**config.mk**
```make
export PLATFORM = sky130hd
export DESIGN_NAME = pid_controller_clamped_integrator
export DESIGN_NICKNAME = d
export VERILOG_FILES = /design/src/hw/rtl/pidci_pkg.sv /design/src/hw/rtl/pidci_regs.sv /design/src/hw/rtl/pidci_core.sv /design/src/hw/rtl/pid_controller_clamped_integrator.sv
export SDC_FILE = /design/constraint.sdc
export NUM_CORES = 2
export LEC_CHECK = 0
export ABC_CLOCK_PERIOD_IN_PS = 35100
export BUFFER_PORTS_ARGS = -buffer_cell sky130_fd_sc_hd__buf_2
export CAP_MARGIN = 25
export CELL_PAD_IN_SITES_DETAIL_PLACEMENT = 0
export CELL_PAD_IN_SITES_GLOBAL_PLACEMENT = 1
export CORE_MARGIN = 2
export CORE_UTILIZATION = 35
export DETAILED_ROUTE_END_ITERATION = 10
export GPL_TIMING_DRIVEN = 0
export MAX_ROUTING_LAYER = met4
export PLACE_DENSITY = 0.67
export SYNTH_ARGS = -nofsm -noshare
export SYNTH_HDL_FRONTEND = slang
export SYNTH_HIERARCHICAL = 1
export SYNTH_SLANG_ARGS = --single-unit
```
**constraint.sdc**
```tcl
create_clock -name clk -period 35.1 [get_ports clk]
set_input_delay 5.265 -clock clk [delete_from_list [all_inputs] [get_ports clk]]
set_output_delay 5.265 -clock clk [all_outputs]
set_load 0.005 [all_outputs]
```
**src/hw/rtl/pidci_pkg.sv**
```systemverilog
// Shared widths, register map, configuration type and converter constants.
package pidci_pkg;

  localparam int GAIN_FRAC_BITS = 8;
  localparam int DAC_SHIFT      = 5;
  localparam int DROP_BITS      = GAIN_FRAC_BITS + DAC_SHIFT;

  localparam int SAMPLE_W = 16;
  localparam int GAIN_W   = 16;
  localparam int LIMIT_W  = 32;
  localparam int ERR_W    = SAMPLE_W + 1;
  localparam int DIFF_W   = ERR_W + 1;
  localparam int ACC_W    = LIMIT_W + 1;
  localparam int P_PROD_W = GAIN_W + ERR_W;
  localparam int I_PROD_W = GAIN_W + LIMIT_W;
  localparam int D_PROD_W = GAIN_W + DIFF_W;
  localparam int SUM_W    = I_PROD_W + 2;
  localparam int CODE_W   = 12;
  localparam int IN_DATA_W  = 16;
  localparam int OUT_DATA_W = 16;

  localparam int APB_DATA_W = 32;
  localparam int APB_ADDR_W = 5;
  localparam int REG_IDX_W  = APB_ADDR_W - 2;

  localparam logic [CODE_W-1:0] DAC_MID = 12'd2048;
  localparam logic [CODE_W-1:0] DAC_TOP = 12'd4095;

  typedef enum logic [REG_IDX_W-1:0] {
    REG_PROP_GAIN  = 3'd0,
    REG_INTEG_GAIN = 3'd1,
    REG_DERIV_GAIN = 3'd2,
    REG_INTEG_MAX  = 3'd3,
    REG_INTEG_MIN  = 3'd4,
    REG_SETPOINT   = 3'd5
  } reg_idx_t;

  typedef struct packed {
    logic signed [GAIN_W-1:0]   prop_gain;
    logic signed [GAIN_W-1:0]   integ_gain;
    logic signed [GAIN_W-1:0]   deriv_gain;
    logic signed [LIMIT_W-1:0]  integ_max;
    logic signed [LIMIT_W-1:0]  integ_min;
    logic signed [SAMPLE_W-1:0] setpoint;
  } cfg_t;

  localparam cfg_t CFG_RESET = '{
    prop_gain:  16'sd768,
    integ_gain: 16'sd256,
    deriv_gain: 16'sd256,
    integ_max:  32'sd1638400,
    integ_min:  -32'sd1638400,
    setpoint:   16'sd6554
  };

endpackage

```
**src/hw/rtl/pidci_regs.sv**
```systemverilog
// Configuration register file behind the APB-style port.
module pidci_regs (
  input  logic                             clk,
  input  logic                             rst_n,
  input  logic                             psel,
  input  logic                             penable,
  input  logic                             pwrite,
  input  logic [pidci_pkg::APB_ADDR_W-1:0] paddr,
  input  logic [pidci_pkg::APB_DATA_W-1:0] pwdata,
  output logic [pidci_pkg::APB_DATA_W-1:0] prdata,
  output pidci_pkg::cfg_t                  cfg
);
  import pidci_pkg::*;

  cfg_t     cfg_r;
  reg_idx_t idx;
  logic     wr_en;

  assign idx   = reg_idx_t'(paddr[APB_ADDR_W-1:2]);
  assign wr_en = psel && penable && pwrite;

  always_ff @(posedge clk) begin
    if (!rst_n) begin
      cfg_r <= CFG_RESET;
    end else if (wr_en) begin
      case (idx)
        REG_PROP_GAIN:  cfg_r.prop_gain  <= pwdata[GAIN_W-1:0];
        REG_INTEG_GAIN: cfg_r.integ_gain <= pwdata[GAIN_W-1:0];
        REG_DERIV_GAIN: cfg_r.deriv_gain <= pwdata[GAIN_W-1:0];
        REG_INTEG_MAX:  cfg_r.integ_max  <= pwdata[LIMIT_W-1:0];
        REG_INTEG_MIN:  cfg_r.integ_min  <= pwdata[LIMIT_W-1:0];
        REG_SETPOINT:   cfg_r.setpoint   <= pwdata[SAMPLE_W-1:0];
        default: ;
      endcase
    end
  end

  // Read back sign-extended to the bus width
  always_comb begin
    case (idx)
      REG_PROP_GAIN:  prdata = APB_DATA_W'(cfg_r.prop_gain);
      REG_INTEG_GAIN: prdata = APB_DATA_W'(cfg_r.integ_gain);
      REG_DERIV_GAIN: prdata = APB_DATA_W'(cfg_r.deriv_gain);
      REG_INTEG_MAX:  prdata = APB_DATA_W'(cfg_r.integ_max);
      REG_INTEG_MIN:  prdata = APB_DATA_W'(cfg_r.integ_min);
      REG_SETPOINT:   prdata = APB_DATA_W'(cfg_r.setpoint);
      default:        prdata = '0;
    endcase
  end

  assign cfg = cfg_r;

endmodule

```
**src/hw/rtl/pidci_core.sv**
```systemverilog
// Control datapath: error and integrator update, gain products, drive code.
module pidci_core (
  input  logic                                  clk,
  input  logic                                  rst_n,
  input  pidci_pkg::cfg_t                       cfg,
  input  logic                                  in_valid,
  output logic                                  in_ready,
  input  logic signed [pidci_pkg::SAMPLE_W-1:0] in_sample,
  output logic                                  out_valid,
  input  logic                                  out_ready,
  output logic [pidci_pkg::CODE_W-1:0]          out_code,
  output logic                                  out_sat
);
  import pidci_pkg::*;

  logic s1_v_r, s1_v_nxt;
  logic s2_v_r, s2_v_nxt;
  logic out_v_r, out_v_nxt;

  logic signed [LIMIT_W-1:0] integ_r;
  logic signed [ERR_W-1:0]   prev_err_r;
  logic signed [DIFF_W-1:0]  diff_r;

  logic signed [P_PROD_W-1:0] p_prod_r;
  logic signed [I_PROD_W-1:0] i_prod_r;
  logic signed [D_PROD_W-1:0] d_prod_r;

  logic [CODE_W-1:0] out_code_r;
  logic              out_sat_r;

  logic signed [ERR_W-1:0]  err_c;
  logic signed [DIFF_W-1:0] diff_c;
  logic signed [ACC_W-1:0]  acc_c, hi_c, clamp_c, max_c, min_c;
  logic signed [SUM_W-1:0]  sum_c, shifted_c, code_c;
  logic [CODE_W-1:0]        code_sat_c;
  logic                     sat_c;

  logic out_free, s2_free, s1_free;
  logic s1_move, s2_move, in_acc;

  // Pipeline flow: each stage loads when the one after it is empty or draining
  assign out_free = !out_v_r || out_ready;
  assign s2_move  = s2_v_r && out_free;
  assign s2_free  = !s2_v_r || out_free;
  assign s1_move  = s1_v_r && s2_free;
  assign s1_free  = !s1_v_r || s2_free;
  assign in_ready = s1_free;
  assign in_acc   = in_valid && s1_free;

  assign s1_v_nxt  = in_acc  ? 1'b1 : (s1_move ? 1'b0 : s1_v_r);
  assign s2_v_nxt  = s1_move ? 1'b1 : (s2_move ? 1'b0 : s2_v_r);
  assign out_v_nxt = s2_move ? 1'b1 : (out_ready ? 1'b0 : out_v_r);

  // Error and clamped integrator; upper limit first, lower limit wins
  assign err_c  = $signed({cfg.setpoint[SAMPLE_W-1], cfg.setpoint})
                - $signed({in_sample[SAMPLE_W-1], in_sample});
  assign diff_c = $signed({prev_err_r[ERR_W-1], prev_err_r})
                - $signed({err_c[ERR_W-1], err_c});
  assign acc_c   = ACC_W'(integ_r) + ACC_W'(err_c);
  assign max_c   = ACC_W'(cfg.integ_max);
  assign min_c   = ACC_W'(cfg.integ_min);
  assign hi_c    = (acc_c > max_c) ? max_c : acc_c;
  assign clamp_c = (hi_c < min_c) ? min_c : hi_c;

  always_ff @(posedge clk) begin
    if (!rst_n) begin
      s1_v_r     <= 1'b0;
      s2_v_r     <= 1'b0;
      out_v_r    <= 1'b0;
      integ_r    <= '0;
      prev_err_r <= '0;
    end else begin
      s1_v_r  <= s1_v_nxt;
      s2_v_r  <= s2_v_nxt;
      out_v_r <= out_v_nxt;
      if (in_acc) begin
        integ_r    <= clamp_c[LIMIT_W-1:0];
        prev_err_r <= err_c;
      end
    end
  end

  // The state registers hold the values of the item in stage one until it moves on
  always_ff @(posedge clk) begin
    if (in_acc) begin
      diff_r <= diff_c;
    end
    if (s1_move) begin
      p_prod_r <= cfg.prop_gain * prev_err_r;
      i_prod_r <= cfg.integ_gain * integ_r;
      d_prod_r <= cfg.deriv_gain * diff_r;
    end
    if (s2_move) begin
      out_code_r <= code_sat_c;
      out_sat_r  <= sat_c;
    end
  end

  // Floor shift of the drive sum, offset to mid-scale, saturate
  assign sum_c     = SUM_W'(p_prod_r) + SUM_W'(i_prod_r) + SUM_W'(d_prod_r);
  assign shifted_c = sum_c >>> DROP_BITS;
  assign code_c    = shifted_c + $signed({{(SUM_W-CODE_W){1'b0}}, DAC_MID});

  always_comb begin
    if (code_c[SUM_W-1]) begin
      code_sat_c = '0;
      sat_c      = 1'b1;
    end else if (|code_c[SUM_W-2:CODE_W]) begin
      code_sat_c = DAC_TOP;
      sat_c      = 1'b1;
    end else begin
      code_sat_c = code_c[CODE_W-1:0];
      sat_c      = 1'b0;
    end
  end

  assign out_valid = out_v_r;
  assign out_code  = out_code_r;
  assign out_sat   = out_sat_r;

endmodule

```
**src/hw/rtl/pid_controller_clamped_integrator.sv**
```systemverilog
// PID controller with clamped integrator: top level.
//
// Input stream: one converter sample per beat on in_tdata (signed counts).
// Each accepted sample gives exactly one result beat on the output stream:
// out_tdata carries the 12-bit DAC code (2048 is zero volts), out_tuser is
// set when that code was clamped to 0 or 4095.
// The gains, integrator limits and setpoint sit in registers on the APB-style
// cfg_ port (byte address 4 * register index); pready is always high. Write
// them only while no beat is in flight.
// The stages are error and integrator update, then the three gain products,
// then the sum, shift and saturation into the output register.
// Throughput is one sample per cycle while the receiver takes results; the
// integrator update is a loop through its own register.
// When the receiver stalls, the result holds and the three stages fill up,
// after which in_tready drops; it returns as soon as a result is taken.
// Synchronous reset restores the register defaults, clears the integrator
// and previous error, and empties the pipeline.
module pid_controller_clamped_integrator (
  input  logic                               clk,
  input  logic                               rst_n,
  input  logic                               in_tvalid,
  output logic                               in_tready,
  input  logic [pidci_pkg::IN_DATA_W-1:0]    in_tdata,   // [15:0] sample
  output logic                               out_tvalid,
  input  logic                               out_tready,
  output logic [pidci_pkg::OUT_DATA_W-1:0]   out_tdata,  // [11:0] dac_code, [15:12] zero
  output logic                               out_tuser,  // [0] out_saturated
  input  logic                               cfg_psel,
  input  logic                               cfg_penable,
  input  logic                               cfg_pwrite,
  input  logic [pidci_pkg::APB_ADDR_W-1:0]   cfg_paddr,
  input  logic [pidci_pkg::APB_DATA_W-1:0]   cfg_pwdata,
  output logic [pidci_pkg::APB_DATA_W-1:0]   cfg_prdata,
  output logic                               cfg_pready
);
  import pidci_pkg::*;

  cfg_t              cfg;
  logic [CODE_W-1:0] code;

  assign cfg_pready = 1'b1;

  pidci_regs u_regs (
    .clk     (clk),
    .rst_n   (rst_n),
    .psel    (cfg_psel),
    .penable (cfg_penable),
    .pwrite  (cfg_pwrite),
    .paddr   (cfg_paddr),
    .pwdata  (cfg_pwdata),
    .prdata  (cfg_prdata),
    .cfg     (cfg)
  );

  pidci_core u_core (
    .clk       (clk),
    .rst_n     (rst_n),
    .cfg       (cfg),
    .in_valid  (in_tvalid),
    .in_ready  (in_tready),
    .in_sample ($signed(in_tdata[SAMPLE_W-1:0])),
    .out_valid (out_tvalid),
    .out_ready (out_tready),
    .out_code  (code),
    .out_sat   (out_tuser)
  );

  assign out_tdata = {{(OUT_DATA_W-CODE_W){1'b0}}, code};

endmodule

```
==> results_dict.tcl <==
set metrics [dict create \
    fin_worst_skew_ns 0.0531 \
    r2r_slack_ns 21.48 \
    ir_worst_vdd_mv 0.0356 \
    max_freq_ghz 0.0561 \
    max_cap_violations 0 \
    crit_slowest_cell "nor2_1" \
    die_w_um 417 \
    post-route-min-period_ns 17.82 \
    dr.pass1.iters 5 \
    place_ws_ns 16.74 \
    cts_resized 0 \
    cts_hold_repair.buffers 0 \
    ys_types 101 \
    crit_fanout 10 \
    seq_area_frac_synth 0.134 \
    r2r.worst_path.cells 56 \
    synth-edff-count 146 \
    drcViolationCount 0 \
    drt_iter0_drc 3018 \
    grt_pass1_wl_mm 295 \
    postCtsSetupBuffers 0 \
    worst_slew_pin_slew_ns 1.14 \
    nets 8284 \
    timing.setup.tns_ns 0 \
    wl_per_cell_um 21.4 \
    h-tree-depth 2 \
    antenna_found_initial 18 \
    yosysWarnings 6 \
    synth_area_per_cell_um2 9.20 \
    start_util 0.353 \
    totalWireLength_mm 191 \
    gp_congestion 0.916 \
    total_leakage_power_nw 27.7 \
    slew_viol_final 0 \
    min_path_cells 2 \
    clockBufferDepth 3 \
    r2r_end "u_core/integ_r[9]$_SDFFE_PN0P_" \
    setup-violations-final 0 \
    areaGrowthSynthToFinish_pct 8.23 \
    final_common_cell "inv_1" \
    layout_common_cells "1291 x inv_1, 1102 x fa_1, 933 x nand2_1, 465 x ha_1, 436 x and2_1" \
    cpMostUsedCell "o21ai_0" \
    crit_required_ns 35.59 \
    slew_headroom 0.239 \
    num_vias 45000 \
    port_buffers 104 \
    die_area_um2 174000 \
    ios 112 \
    syn_inst 6494 \
    grt_pass1_vias 47700 \
    regToRegStartpoint "u_regs/cfg[0]$_SDFFE_PN0P_" \
    cts_num_sinks 326 \
    endpoint_kind "flip-flop" \
    fp.dieH_um 417 \
    cellPowerDensity_nw_per_um2 36.1 \
    vias_per_cell 5.05 \
    hp-class "reg -> reg" \
    ant_nets 0 \
    cp-start-kind "input pin" \
    tritoncts "yes" \
    whs_endpoint "u_regs/cfg[58]$_SDFFE_PN0P_" \
    placedCellCount 8832 \
    fin_crit_sh 0.508 \
    setup_slack_ns 17.28 \
    grt.overflow.total 0 \
    fin_cells 8912 \
    crit_type "in -> reg" \
    worstSkewPairLatency_ns 0.64 \
    num_rows 151 \
    rsz0062_at_grt "false" \
    drive_gt1_frac 0.0437 \
    grt_max_degree 31 \
    cts_buffers 40 \
    max_stage_delay_ns 0.73 \
    coreArea_um2 169000 \
    outcome "finished clean" \
    cp_data_arrival_time_ns 18.31 \
    root_buffer "clkbuf_16" \
    ys.flop_type "dfxtp_1" \
    hold_start "u_regs/cfg[58]$_SDFFE_PN0P_" \
    hold_viol 0 \
    hpwl_mm 162 \
    clkTransAtPathRegs_ns 0.06 \
    grt_use_total 0.230 \
    ys_async_sr_fraction 0 \
    synth_seq_cells 326 \
    syn_area_um2 59800 \
]
through the flow:
stage	instance area [um2]	hold slack [ns]	total power, mW	util
finish	64700	0.482	2.33	0.382
global route	64700	0.508	2.51	0.382
CTS	64600	0.480	2.35	0.381
detailed placement	63300	0.470	1.90	0.374
global placement	63100	0.459	1.88	0.372
floorplan	59800	0.444	1.44	-
where the power goes:
part | switching [mW] | total [mW] | internal (mW)
Clock | 0.189 | 0.434 | 0.245
Sequential | 0.0943 | 0.544 | 0.450
Combinational | 0.849 | 1.36 | 0.507
Total | 1.13 | 2.33 | 1.20
state kept, by name (all words and copies together), names as in the netlist:
signal	cells
u_core/d_prod_r	34
u_core/diff_r	18
u_core/i_prod_r	48
u_core/integ_r	32
u_core/out_code	12
u_core/out_sat	1
u_core/out_valid	1
u_core/p_prod_r	33
u_core/prev_err_r	17
u_core/s1_v_r	1
u_core/s2_v_r	1
u_regs/cfg	128
logic make-up after synthesis:
group           after synthesis  share of synthesized area
flops                       326                      0.134
fa+ha+maj                  1567                      0.467
other cells                   2                   0.000126
compound gates              784                     0.0875
buf+inv                    1558                     0.0997
xor+xnor                    206                     0.0303
mux                         174                     0.0296
simple gates               1877                      0.153
metal layers:
metal / global-route usage / up-vias / wire (um)
li1: - / 20600 / -
met1: 0.306 / 22900 / 84000
met2: 0.374 / 1265 / 89900
met3: 0.0241 / 234 / 11200
met4: 0.0631 / 0 / 5940
met5: - / - / 0
layout make-up:
cell class / count / area (um2)
Fill cell: 17100 / 105000
Multi-Input combinational cell: 4613 / 45800
Sequential cell: 326 / 7990
Inverter: 1292 / 4850
Tap cell: 2218 / 2780
Buffer: 266 / 1110
Clock buffer: 53 / 1090
Timing Repair Buffer: 118 / 757
Clock inverter: 18 / 244
Antenna cell: 8 / 20.0
worst max-delay path by stage:
stage | from | to | slack [ns] | cells past startpoint
2_1_floorplan | in_tdata[0] | u_core/integ_r[20]$_SDFFE_PN0P_ | 19.98 | 58
3_3_place_gp | in_tdata[0] | u_core/integ_r[20]$_SDFFE_PN0P_ | 15.98 | 59
3_5_place_dp | in_tdata[0] | u_core/integ_r[9]$_SDFFE_PN0P_ | 16.74 | 56
4_1_cts | in_tdata[0] | u_core/integ_r[9]$_SDFFE_PN0P_ | 17.31 | 56
5_1_grt | in_tdata[0] | u_core/integ_r[9]$_SDFFE_PN0P_ | 16.27 | 59
6_report | in_tdata[0] | u_core/integ_r[9]$_SDFFE_PN0P_ | 17.28 | 56
Yosys cell counts, types with 11 or more instances:
master       n  share of area
a211oi_1    14         0.0018
a21boi_0    18         0.0023
a21o_1      85          0.011
a21oi_1    190          0.016
a221o_1     26         0.0044
a31oi_1     13         0.0014
a41oi_1     15         0.0022
and2_1     436          0.046
and3_1      25         0.0026
buf_2       21         0.0018
buf_4       12         0.0015
clkbuf_1   225          0.014
dfxtp_1    180          0.060
edfxtp_1   146          0.073
fa_1      1102           0.37
ha_1       465          0.097
inv_1     1291          0.081
mux2_2      22         0.0041
mux2i_1    152          0.025
nand2_1    933          0.059
nand2b_1    88         0.0092
nand3_1     69         0.0058
nand4_1     37         0.0039
nor2_1     118         0.0074
nor2b_1     33         0.0035
nor3_1      51         0.0043
o211ai_1    30         0.0038
o21a_1      20         0.0025
o21ai_0    196          0.016
o21bai_1    41         0.0052
o311ai_0    15         0.0022
o31ai_1     11         0.0014
or3_1       21         0.0022
xnor2_1    153          0.022
xor2_1      52         0.0076
critical path, delay by kind of cell:
| kind | cells | cell delay (ns) |
|---|---|---|
| fa+ha+maj | 5 | 1.64 |
| simple gates | 10 | 1.74 |
| mux | 2 | 0.48 |
| xor+xnor | 1 | 0.20 |
| buf+inv | 5 | 1.90 |
| compound gates | 33 | 7.06 |
Note: power is estimated with default switching activity, not from simulation.
